## src/rmd160_pkg.sv

```systemverilog
`timescale 1ns / 1ps
// rmd160_pkg: constants, step tables, types and helper functions for the hash core
// no dependencies

package rmd160_pkg;

    localparam int unsigned WORD_W   = 32;
    localparam int unsigned BLK_WORDS = 16;
    localparam int unsigned STEPS    = 80;
    localparam int unsigned CHAIN_N  = 5;

    typedef enum logic [2:0] {
        ST_IDLE,
        ST_PAD,
        ST_LOAD,
        ST_RUN,
        ST_FIN,
        ST_EMIT
    } t_state;

    typedef enum logic [1:0] {
        PD_MARK,
        PD_ZERO,
        PD_LEN
    } t_pad;

    localparam logic [7:0] PAD_MARK = 8'h80;
    localparam logic [5:0] LEN_POS  = 6'd56;

    localparam logic [31:0] CHAIN_INIT [0:4] = '{
        32'h67452301, 32'hEFCDAB89, 32'h98BADCFE, 32'h10325476, 32'hC3D2E1F0 };
    localparam logic [31:0] ADD_L [0:4] = '{
        32'h00000000, 32'h5A827999, 32'h6ED9EBA1, 32'h8F1BBCDC, 32'hA953FD4E };
    localparam logic [31:0] ADD_R [0:4] = '{
        32'h50A28BE6, 32'h5C4DD124, 32'h6D703EF3, 32'h7A6D76E9, 32'h00000000 };

    localparam logic [3:0] SEL_L [0:79] = '{
        4'd0,4'd1,4'd2,4'd3,4'd4,4'd5,4'd6,4'd7,4'd8,4'd9,4'd10,4'd11,4'd12,4'd13,4'd14,4'd15,
        4'd7,4'd4,4'd13,4'd1,4'd10,4'd6,4'd15,4'd3,4'd12,4'd0,4'd9,4'd5,4'd2,4'd14,4'd11,4'd8,
        4'd3,4'd10,4'd14,4'd4,4'd9,4'd15,4'd8,4'd1,4'd2,4'd7,4'd0,4'd6,4'd13,4'd11,4'd5,4'd12,
        4'd1,4'd9,4'd11,4'd10,4'd0,4'd8,4'd12,4'd4,4'd13,4'd3,4'd7,4'd15,4'd14,4'd5,4'd6,4'd2,
        4'd4,4'd0,4'd5,4'd9,4'd7,4'd12,4'd2,4'd10,4'd14,4'd1,4'd3,4'd8,4'd11,4'd6,4'd15,4'd13 };
    localparam logic [3:0] SEL_R [0:79] = '{
        4'd5,4'd14,4'd7,4'd0,4'd9,4'd2,4'd11,4'd4,4'd13,4'd6,4'd15,4'd8,4'd1,4'd10,4'd3,4'd12,
        4'd6,4'd11,4'd3,4'd7,4'd0,4'd13,4'd5,4'd10,4'd14,4'd15,4'd8,4'd12,4'd4,4'd9,4'd1,4'd2,
        4'd15,4'd5,4'd1,4'd3,4'd7,4'd14,4'd6,4'd9,4'd11,4'd8,4'd12,4'd2,4'd10,4'd0,4'd4,4'd13,
        4'd8,4'd6,4'd4,4'd1,4'd3,4'd11,4'd15,4'd0,4'd5,4'd12,4'd2,4'd13,4'd9,4'd7,4'd10,4'd14,
        4'd12,4'd15,4'd10,4'd4,4'd1,4'd5,4'd8,4'd7,4'd6,4'd2,4'd13,4'd14,4'd0,4'd3,4'd9,4'd11 };
    localparam logic [3:0] ROT_L [0:79] = '{
        4'd11,4'd14,4'd15,4'd12,4'd5,4'd8,4'd7,4'd9,4'd11,4'd13,4'd14,4'd15,4'd6,4'd7,4'd9,4'd8,
        4'd7,4'd6,4'd8,4'd13,4'd11,4'd9,4'd7,4'd15,4'd7,4'd12,4'd15,4'd9,4'd11,4'd7,4'd13,4'd12,
        4'd11,4'd13,4'd6,4'd7,4'd14,4'd9,4'd13,4'd15,4'd14,4'd8,4'd13,4'd6,4'd5,4'd12,4'd7,4'd5,
        4'd11,4'd12,4'd14,4'd15,4'd14,4'd15,4'd9,4'd8,4'd9,4'd14,4'd5,4'd6,4'd8,4'd6,4'd5,4'd12,
        4'd9,4'd15,4'd5,4'd11,4'd6,4'd8,4'd13,4'd12,4'd5,4'd12,4'd13,4'd14,4'd11,4'd8,4'd5,4'd6 };
    localparam logic [3:0] ROT_R [0:79] = '{
        4'd8,4'd9,4'd9,4'd11,4'd13,4'd15,4'd15,4'd5,4'd7,4'd7,4'd8,4'd11,4'd14,4'd14,4'd12,4'd6,
        4'd9,4'd13,4'd15,4'd7,4'd12,4'd8,4'd9,4'd11,4'd7,4'd7,4'd12,4'd7,4'd6,4'd15,4'd13,4'd11,
        4'd9,4'd7,4'd15,4'd11,4'd8,4'd6,4'd6,4'd14,4'd12,4'd13,4'd5,4'd14,4'd13,4'd13,4'd7,4'd5,
        4'd15,4'd5,4'd8,4'd11,4'd14,4'd14,4'd6,4'd14,4'd6,4'd9,4'd12,4'd9,4'd12,4'd5,4'd15,4'd8,
        4'd8,4'd5,4'd12,4'd9,4'd12,4'd5,4'd14,4'd6,4'd8,4'd13,4'd6,4'd5,4'd15,4'd13,4'd11,4'd11 };

    function automatic logic [31:0] rotl(input logic [31:0] x, input logic [3:0] s);
        logic [63:0] dbl;
        dbl = {x, x} << s;
        return dbl[63:32];
    endfunction

    function automatic logic [31:0] mix(input logic [2:0] kind, input logic [31:0] x,
                                        input logic [31:0] y, input logic [31:0] z);
        logic [31:0] f;
        case (kind)
            3'd0:    f = x ^ y ^ z;
            3'd1:    f = (x & y) | (~x & z);
            3'd2:    f = (x | ~y) ^ z;
            3'd3:    f = (x & z) | (y & ~z);
            default: f = x ^ (y | ~z);
        endcase
        return f;
    endfunction

endpackage

```

## src/rmd160_ram.sv

```systemverilog
`timescale 1ns / 1ps
// rmd160_ram: generic single-write, single-read ram with registered read data
// no dependencies

module rmd160_ram #(
    parameter int unsigned WIDTH = 32,
    parameter int unsigned DEPTH = 16
) (
    input  logic                     i_clk,
    input  logic                     i_we,
    input  logic [$clog2(DEPTH)-1:0] i_waddr,
    input  logic [WIDTH-1:0]         i_wdata,
    input  logic [$clog2(DEPTH)-1:0] i_raddr,
    output logic [WIDTH-1:0]         o_rdata
);

    logic [WIDTH-1:0] r_mem [0:DEPTH-1];
    logic [WIDTH-1:0] r_rdata;

    always_ff @(posedge i_clk) begin
        if (i_we) begin
            r_mem[i_waddr] <= i_wdata;
        end
        r_rdata <= r_mem[i_raddr];
    end

    assign o_rdata = r_rdata;

endmodule

```

## src/ripemd160_hash.sv

```systemverilog
`timescale 1ns / 1ps
// ripemd160_hash: byte-stream ripemd-160 hash core, top level
// depends on rmd160_pkg and rmd160_ram
//
// input: bytes are taken only in idle; the 64th byte of a block starts a compression of
//   a read-ahead load, 80 steps and a chaining fold, where each step reads one word
//   per line from the block word rams
// message end: one padding byte per cycle between compressions, and one or two
//   compressions, then five digest items, one per accepted output cycle
// reset (i_rst_n low, synchronous) loads the initial chaining words, clears the
//   byte counts and returns to idle; the block word rams are not cleared

module ripemd160_hash
    import rmd160_pkg::*;
(
    input  logic        i_clk,
    input  logic        i_rst_n,
    input  logic        s_axis_tvalid,
    output logic        s_axis_tready,
    input  logic [7:0]  s_axis_tdata,   // [7:0] data_byte
    input  logic [0:0]  s_axis_tuser,   // [0] byte_valid
    input  logic        s_axis_tlast,   // message_end
    output logic        m_axis_tvalid,
    input  logic        m_axis_tready,
    output logic [31:0] m_axis_tdata,   // [31:0] digest_word
    output logic [2:0]  m_axis_tuser,   // [2:0] word_index
    output logic        m_axis_tlast    // last_word
);

    // control state
    t_state      r_state, n_state;
    t_pad        r_pad, n_pad;
    logic        r_padding, n_padding;   // message end seen, padding in progress
    logic        r_pad_done, n_pad_done; // length bytes all placed
    logic [5:0]  r_fill, n_fill;         // bytes in the current block
    logic [60:0] r_total, n_total;       // message byte count, wraps at 2^61
    logic [6:0]  r_step, n_step;         // compression step
    logic [2:0]  r_idx, n_idx;           // digest word being sent

    // datapath
    logic [31:0] r_word, n_word;         // partial little-endian word
    logic [31:0] r_chain [0:4];
    logic [31:0] n_chain [0:4];
    logic [31:0] r_l [0:4];              // left line a..e
    logic [31:0] n_l [0:4];
    logic [31:0] r_r [0:4];              // right line a..e
    logic [31:0] n_r [0:4];

    // byte insertion into the block
    logic        put_en;
    logic [7:0]  put_val;
    logic [31:0] put_word;
    logic        ram_we;
    logic [3:0]  raddr_l, raddr_r;
    logic [31:0] rdata_l, rdata_r;
    logic [63:0] bit_len;
    logic [6:0]  step_nxt;
    logic [2:0]  rnd;
    logic [31:0] t_l, t_r;
    logic        in_acc;

    assign bit_len  = {r_total, 3'b000};
    assign put_word = {put_val, r_word[31:8]};
    assign ram_we   = put_en && (r_fill[1:0] == 2'd3);
    assign in_acc   = s_axis_tvalid && s_axis_tready;

    // read ahead one step: the ram answers in the next cycle
    assign step_nxt = (r_step == 7'(STEPS - 1)) ? 7'd0 : r_step + 7'd1;
    assign raddr_l  = (r_state == ST_RUN) ? SEL_L[step_nxt] : SEL_L[0];
    assign raddr_r  = (r_state == ST_RUN) ? SEL_R[step_nxt] : SEL_R[0];

    // two copies so both lines fetch their word in the same cycle
    rmd160_ram #(.WIDTH(WORD_W), .DEPTH(BLK_WORDS)) u_ram_l (
        .i_clk   (i_clk),
        .i_we    (ram_we),
        .i_waddr (r_fill[5:2]),
        .i_wdata (put_word),
        .i_raddr (raddr_l),
        .o_rdata (rdata_l)
    );

    rmd160_ram #(.WIDTH(WORD_W), .DEPTH(BLK_WORDS)) u_ram_r (
        .i_clk   (i_clk),
        .i_we    (ram_we),
        .i_waddr (r_fill[5:2]),
        .i_wdata (put_word),
        .i_raddr (raddr_r),
        .o_rdata (rdata_r)
    );

    // round number is step / 16
    assign rnd = r_step[6:4];

    // one step of each line
    assign t_l = rotl(r_l[0] + mix(rnd, r_l[1], r_l[2], r_l[3]) + rdata_l + ADD_L[rnd],
                      ROT_L[r_step]) + r_l[4];
    assign t_r = rotl(r_r[0] + mix(3'd4 - rnd, r_r[1], r_r[2], r_r[3]) + rdata_r
                      + ADD_R[rnd], ROT_R[r_step]) + r_r[4];

    always_ff @(posedge i_clk) begin
        if (!i_rst_n) begin
            r_state    <= ST_IDLE;
            r_pad      <= PD_MARK;
            r_padding  <= 1'b0;
            r_pad_done <= 1'b0;
            r_fill     <= '0;
            r_total    <= '0;
            r_step     <= '0;
            r_idx      <= '0;
            for (int i = 0; i < CHAIN_N; i++) begin
                r_chain[i] <= CHAIN_INIT[i];
            end
        end else begin
            r_state    <= n_state;
            r_pad      <= n_pad;
            r_padding  <= n_padding;
            r_pad_done <= n_pad_done;
            r_fill     <= n_fill;
            r_total    <= n_total;
            r_step     <= n_step;
            r_idx      <= n_idx;
            r_chain    <= n_chain;
        end
        r_word <= n_word;
        r_l    <= n_l;
        r_r    <= n_r;
    end

    always_comb begin
        n_state    = r_state;
        n_pad      = r_pad;
        n_padding  = r_padding;
        n_pad_done = r_pad_done;
        n_fill     = r_fill;
        n_total    = r_total;
        n_step     = r_step;
        n_idx      = r_idx;
        n_word     = r_word;
        n_chain    = r_chain;
        n_l        = r_l;
        n_r        = r_r;
        put_en     = 1'b0;
        put_val    = 8'h00;

        case (r_state)
            ST_IDLE: begin
                if (in_acc) begin
                    if (s_axis_tuser[0]) begin
                        put_en  = 1'b1;
                        put_val = s_axis_tdata;
                        n_total = r_total + 61'd1;
                    end
                    if (s_axis_tlast) begin
                        n_padding = 1'b1;
                        n_pad     = PD_MARK;
                        n_state   = ST_PAD;
                    end
                end
            end
            ST_PAD: begin
                put_en = 1'b1;
                case (r_pad)
                    PD_MARK: put_val = PAD_MARK;
                    PD_ZERO: put_val = 8'h00;
                    PD_LEN:  put_val = bit_len[{r_fill[2:0], 3'b000} +: 8];
                    default: put_val = 8'h00;
                endcase
                if (r_pad == PD_LEN) begin
                    if (r_fill == 6'd63) begin
                        n_pad_done = 1'b1;
                    end
                end else if (r_fill + 6'd1 == LEN_POS) begin
                    n_pad = PD_LEN;
                end else begin
                    n_pad = PD_ZERO;
                end
            end
            ST_LOAD: begin
                for (int i = 0; i < CHAIN_N; i++) begin
                    n_l[i] = r_chain[i];
                    n_r[i] = r_chain[i];
                end
                n_step  = '0;
                n_state = ST_RUN;
            end
            ST_RUN: begin
                n_l[0] = r_l[4];
                n_l[4] = r_l[3];
                n_l[3] = rotl(r_l[2], 4'd10);
                n_l[2] = r_l[1];
                n_l[1] = t_l;
                n_r[0] = r_r[4];
                n_r[4] = r_r[3];
                n_r[3] = rotl(r_r[2], 4'd10);
                n_r[2] = r_r[1];
                n_r[1] = t_r;
                n_step = step_nxt;
                if (r_step == 7'(STEPS - 1)) begin
                    n_state = ST_FIN;
                end
            end
            ST_FIN: begin
                // fold both lines into the chaining words
                n_chain[0] = r_chain[1] + r_l[2] + r_r[3];
                n_chain[1] = r_chain[2] + r_l[3] + r_r[4];
                n_chain[2] = r_chain[3] + r_l[4] + r_r[0];
                n_chain[3] = r_chain[4] + r_l[0] + r_r[1];
                n_chain[4] = r_chain[0] + r_l[1] + r_r[2];
                if (r_pad_done) begin
                    n_idx   = '0;
                    n_state = ST_EMIT;
                end else if (r_padding) begin
                    n_state = ST_PAD;
                end else begin
                    n_state = ST_IDLE;
                end
            end
            ST_EMIT: begin
                if (m_axis_tready) begin
                    n_idx = r_idx + 3'd1;
                    if (r_idx == 3'(CHAIN_N - 1)) begin
                        // digest out: back to a fresh message
                        for (int i = 0; i < CHAIN_N; i++) begin
                            n_chain[i] = CHAIN_INIT[i];
                        end
                        n_fill     = '0;
                        n_total    = '0;
                        n_padding  = 1'b0;
                        n_pad_done = 1'b0;
                        n_state    = ST_IDLE;
                    end
                end
            end
            default: n_state = ST_IDLE;
        endcase

        // shared byte insertion; a full block starts a compression
        if (put_en) begin
            n_word = put_word;
            n_fill = r_fill + 6'd1;
            if (r_fill == 6'd63) begin
                n_state = ST_LOAD;
            end
        end
    end

    assign s_axis_tready = (r_state == ST_IDLE);
    assign m_axis_tvalid = (r_state == ST_EMIT);
    assign m_axis_tdata  = r_chain[r_idx];
    assign m_axis_tuser  = r_idx;
    assign m_axis_tlast  = (r_idx == 3'(CHAIN_N - 1));

    // input and output never open at once
    assert property (@(posedge i_clk) disable iff (!i_rst_n)
        !(s_axis_tready && m_axis_tvalid))
        else $error("input and output both open");

    // digest word index stays in range while sending
    assert property (@(posedge i_clk) disable iff (!i_rst_n)
        m_axis_tvalid |-> (r_idx <= 3'(CHAIN_N - 1)))
        else $error("digest index out of range");

    // a compression starts only from a full block
    assert property (@(posedge i_clk) disable iff (!i_rst_n)
        (r_state == ST_LOAD) |-> (r_fill == 6'd0))
        else $error("compression started on a partial block");

    // the step counter wraps to the fold exactly after the last step
    assert property (@(posedge i_clk) disable iff (!i_rst_n)
        (r_state == ST_RUN && r_step == 7'(STEPS - 1)) |=> (r_state == ST_FIN))
        else $error("compression did not end after the last step");

endmodule

```

## config.mk

```make
export PLATFORM = sky130hd
export DESIGN_NAME = ripemd160_hash
export DESIGN_NICKNAME = d
export VERILOG_FILES = /design/src/rmd160_pkg.sv /design/src/rmd160_ram.sv /design/src/ripemd160_hash.sv
export SDC_FILE = /design/constraint.sdc
export NUM_CORES = 2
export LEC_CHECK = 0
export CAP_MARGIN = 20
export CELL_PAD_IN_SITES_DETAIL_PLACEMENT = 0
export CELL_PAD_IN_SITES_GLOBAL_PLACEMENT = 1
export CORE_UTILIZATION = 48
export CTS_BUF_LIST = sky130_fd_sc_hd__clkbuf_4
export CTS_CLUSTER_DIAMETER = 150
export CTS_CLUSTER_SIZE = 16
export DETAILED_ROUTE_END_ITERATION = 8
export DONT_BUFFER_PORTS = 1
export PLACE_DENSITY = 0.8
export SYNTH_ARGS = -nofsm -noshare
export SYNTH_HDL_FRONTEND = slang
export SYNTH_SLANG_ARGS = --single-unit
```

## constraint.sdc

```tcl
create_clock -name i_clk -period 10.7 [get_ports i_clk]
set_input_delay 1.605 -clock i_clk [delete_from_list [all_inputs] [get_ports i_clk]]
set_output_delay 1.605 -clock i_clk [all_outputs]
set_load 0.01 [all_outputs]
```

==> qor_table.md <==
| Quantity | Value | Unit |
|:---|:---|:---|
| Outcome | completed | - |
| Final std cells w/o fill | 10100 | - |
| Post-DRT Antenna Nets | 0 | - |
| Max Root-Sink Buffers | 3 | - |
| Hold Buf Count CTS | 0 | - |
| Count of final setup violators | 0 | - |
| Most area-hungry cell type in the Yosys netlist | sky130_fd_sc_hd__edfxtp_1 | - |
| Number of rows in the core area | 150 | - |
| Fraction of layout cells with a size suffix above 1 | 6.52 | % |
| Post-detailed-placement half-perimeter wirelength | 218 | mm |
| Total DRC errors in the routed layout | 0 | - |
| IO Count | 52 | - |
| Reg2reg path depth | 39 | - |
| Total negative setup slack | 0 | ns |
| Die width | 414 | µm |
| Worst slew margin relative to its limit | 24.5 | % |
| Class of the worst hold path | in -> reg | - |
| Top achievable clock speed | 0.0965 | GHz |
| Routed Wire Length | 294 | mm |
| Total congestion overflow | 0 | - |
| Final Slew Violations | 0 | - |
| Fraction of synthesized area in multiplexers | 13.7 | % |
| Post-synth EDFFs | 856 | - |
| DIE AREA | 0.172 | mm² |
| Number of maximum-capacitance violations | 0 | - |
| CTS tree | done | - |
| Endpoint required time on the critical path | 11.65 | ns |
| DR iter-0 viols | 7702 | - |
| Primary flip-flop cell chosen by synthesis mapping | sky130_fd_sc_hd__edfxtp_1 | - |
| Drt via density | 6.36 | - |
| Dominant combinational cell family by area after synthesis | compound AO/OA/AOI/OAI gates | - |
| Fraction of the mapped netlist area in compound gates | 14.8 | % |
| Cell count after placement | 9966 | - |
| Setup slack after layout | 0.338 | ns |
| Core Footprint | 0.168 | mm² |
| Post-synthesis register bit count | 1164 | - |
| Top post-synthesis cells by area | sky130_fd_sc_hd__edfxtp_1 (32%), sky130_fd_sc_hd__mux2i_1 (11%), sky130_fd_sc_hd__dfxtp_1 (7.6%), sky130_fd_sc_hd__fa_1 (7.0%), sky130_fd_sc_hd__ha_1 (5.5%) | - |
| Starting Density | 48.5 | % |
| DR WL/cell | 29.0 | µm |
| Max H-tree Level | 3 | - |
| CP Buf/Inv Count | 8 | - |
| IR drop worst, VDD | 0.101 | mV |
| Register-to-Register Setup Slack | 0.34 | ns |
| Sequential fraction of the synthesis area | 39.1 | % |
| Post-synthesis to final-layout area growth | 4.67 | % |
| Leakage power figure | 33.4 | nW |
| Top library cells by usage in the layout, fill and taps aside | sky130_fd_sc_hd__nand2_1 (973), sky130_fd_sc_hd__mux2i_1 (898), sky130_fd_sc_hd__edfxtp_1 (856) | - |
| Final number of hold-violating endpoints | 0 | - |
| Final Wtd Congestion | 0.995 | - |
| Startpoint class of the critical path | flip-flop | - |
| Worst clock skew | 0.108 | ns |
| Placement Setup Slack | 0.147 | ns |
| Most common cell after layout, fill and taps aside | sky130_fd_sc_hd__nand2_1 | - |
| Total clock buffers created by CTS | 83 | - |
| Initial antenna violation count | 8 | - |
| Simple-gate area share of the yosys netlist | 10.9 | % |
| Power per cell area | 83.9 | mW/mm² |
| Yosys cell types | 105 | - |
| FFs w/ async S/R, synth | 0 | % |
| Number of I/O port buffers | 0 | - |
| Via count of the first global-routing pass | 61000 | - |
| Clock period minus worst slack | 10.36 | ns |
| Worst Setup Path Type | reg -> reg | - |
| Syn_nets | 8704 | - |
| Unrepaired setup endpoints after global routing | no | - |
| Area share of fa/ha/maj cells after synthesis | 12.5 | % |
| Wire length of the first global-routing pass | 421 | mm |
| Number of nets at the end of the flow | 8508 | - |
| Die height | 414 | µm |
| Avg Inst Size Synth | 10.1 | µm² |
| Biggest cell delay along the critical path | 0.79 | ns |
| Clock tree root driver cell | sky130_fd_sc_hd__clkbuf_4 | - |
| Least-Margin Pin Slew | 1.13 | ns |
| Top cell by count, worst path | sky130_fd_sc_hd__buf_4 | - |
| Hold path startpoint | i_rst_n | - |
| RR Endpoint | r_l[127]$_DFFE_PP_ | - |
| Hold Path Depth | 1 | - |
| Clock net sink count | 1164 | - |
| Maximum number of pins on one net before global-route repair | 168 | - |
| CP arrival | 11.31 | ns |
| Yosys warning total | 0 | - |
| Clock transition at the registers of the reported paths | 0.22 | ns |
| All-Layer GR Usage | 33.3 | % |
| Post-synthesis cell count | 8046 | - |
| Tcrit/Tclk final | 96.8 | % |
| Number of vias after detailed routing | 64400 | - |
| Element type at the critical path end | flip-flop | - |
| Clock latency of the later-clocked register in the worst-skew pair | 1.24 | ns |
| Total power | 7.16 | mW |
| Xor-xnor portion of the synthesized cell area | 4.35 | % |
| Family of cells with the greatest summed delay on the critical path | compound AO/OA/AOI/OAI gates | - |
| Top fanout value on the critical path | 22 | - |
| First-pass iteration count of the detailed router | 6 | - |
| Area share of the largest cell type after synthesis | 31.5 | % |
| Netlist area before placement | 0.0815 | mm² |
| Worst Hold Endpoint | r_chain[74]$_SDFFE_PN1P_ | - |
| Launch point of the worst reg-to-reg path | r_step[4]$_SDFFE_PN0P_ | - |
| Worst-path cell with the longest stage delay | sky130_fd_sc_hd__o311ai_1 | - |
[worst register-to-register path, delay by kind of cell, from the launching register on]
kind / cells / cell delay, ns
AO/OA/AOI/OAI: 16 / 3.74
XOR/XNOR: 2 / 0.36
adder cells (fa/ha/maj): 5 / 1.97
flip-flops: 1 / 0.42
multiplexers: 3 / 0.97
AND/OR/NAND/NOR: 5 / 1.25
buffers and inverters: 8 / 1.36
[report_power, final]
| group | internal [mW] | switching, mW | total [mW] |
|---|---|---|---|
| logic | 0.0281 | 0.0635 | 0.0916 |
| clock network | 0.672 | 1.51 | 2.18 |
| registers | 4.84 | 0.0418 | 4.88 |
[through the flow]
stage          util, %  area (µm²)  hold slack [ns]
3_3_place_gp      50.0       83900            0.463
2_1_floorplan        -       81500            0.455
3_5_place_dp      50.0       83900            0.481
5_1_grt           50.8       85300            0.376
4_1_cts           50.7       85200            0.356
6_report          50.8       85300            0.467
[cell usage after synthesis (all sizes together), types with 25 or more instances]
library cell and n:
dfxtp 308, a21oi 382, edfxtp 856, nand4 28
a31oi 40, nor2 382, nor3b 25, a221oi 49
buf 170, o22ai 123, and2 28, a21o 129
and3 41, xnor2 208, nor3 59, a22oi 120
o21bai 39, ha 360, nor2b 145, a211oi 65
o21ai 549, mux2 97, inv 513, mux2i 899
fa 284, o221ai 78, xor2 193, o21a 46
o211ai 60, nand2b 65, or3 69, mux4 49
clkbuf 255, nand3 93, nand2 981
[worst max-delay path by stage]
stage / startpoint / to / depth (start not counted)
after floorplan: r_state[2]$_SDFF_PN0_ / u_ram_r.o_rdata[0]$_DFF_P_ / 10
after global placement: r_step[4]$_SDFFE_PN0P_ / r_r[126]$_DFFE_PP_ / 39
after detailed placement: r_step[4]$_SDFFE_PN0P_ / r_l[124]$_DFFE_PP_ / 38
after CTS: r_step[4]$_SDFFE_PN0P_ / r_l[124]$_DFFE_PP_ / 38
after global routing: r_step[4]$_SDFFE_PN0P_ / r_r[126]$_DFFE_PP_ / 42
final: r_step[4]$_SDFFE_PN0P_ / r_l[127]$_DFFE_PP_ / 39
[cells by family (layout without fill, tap and decap cells)]
group / Yosys count / after routing
adder cells (fa/ha/maj): 644 / 644
buffers and inverters: 939 / 813
AO/OA/AOI/OAI: 1878 / 1878
XOR/XNOR: 402 / 402
AND/OR/NAND/NOR: 1974 / 1974
multiplexers: 1045 / 1045
flip-flops: 1164 / 1164
other: 0 / 8
[what timing repair did]
action | 4_1_cts | 5_1_grt
endpoints found under the setup margin | 0 | 17
resized for setup | 0 | 31
setup buffers | 0 | 2
[flip-flops by register name (all words and copies together), names as in the netlist]
name             flops
m_axis_tuser         3
r_chain            160
r_fill               6
r_l                160
r_pad                2
r_pad_done           1
r_padding            1
r_r                160
r_state              3
r_step               7
r_total             61
r_word              24
u_ram_l.o_rdata     32
u_ram_l.r_mem      320
u_ram_r.o_rdata     32
u_ram_r.r_mem      192
[layer usage]
layer | wire (µm) | global-route usage, % | part of all wire (%)
met1 | 118000 | 44.4 | 40
met5 | 0 | 0 | 0
met4 | 16700 | 16.4 | 5.7
met3 | 26200 | 5.58 | 8.9
met2 | 132000 | 52.5 | 45
[cell type report]
type                            instances  area [µm²]
Timing Repair Buffer                  144        1230
Tap cell                             2204        2760
Fill cell                           15200       82600
Clock inverter                          7         114
Antenna cell                            8        20.0
Multi-Input combinational cell       5943       46300
Sequential cell                      1164       31900
Inverter                              514        1940
Clock buffer                          148        1110
Note: power is estimated with default switching activity, not from simulation.
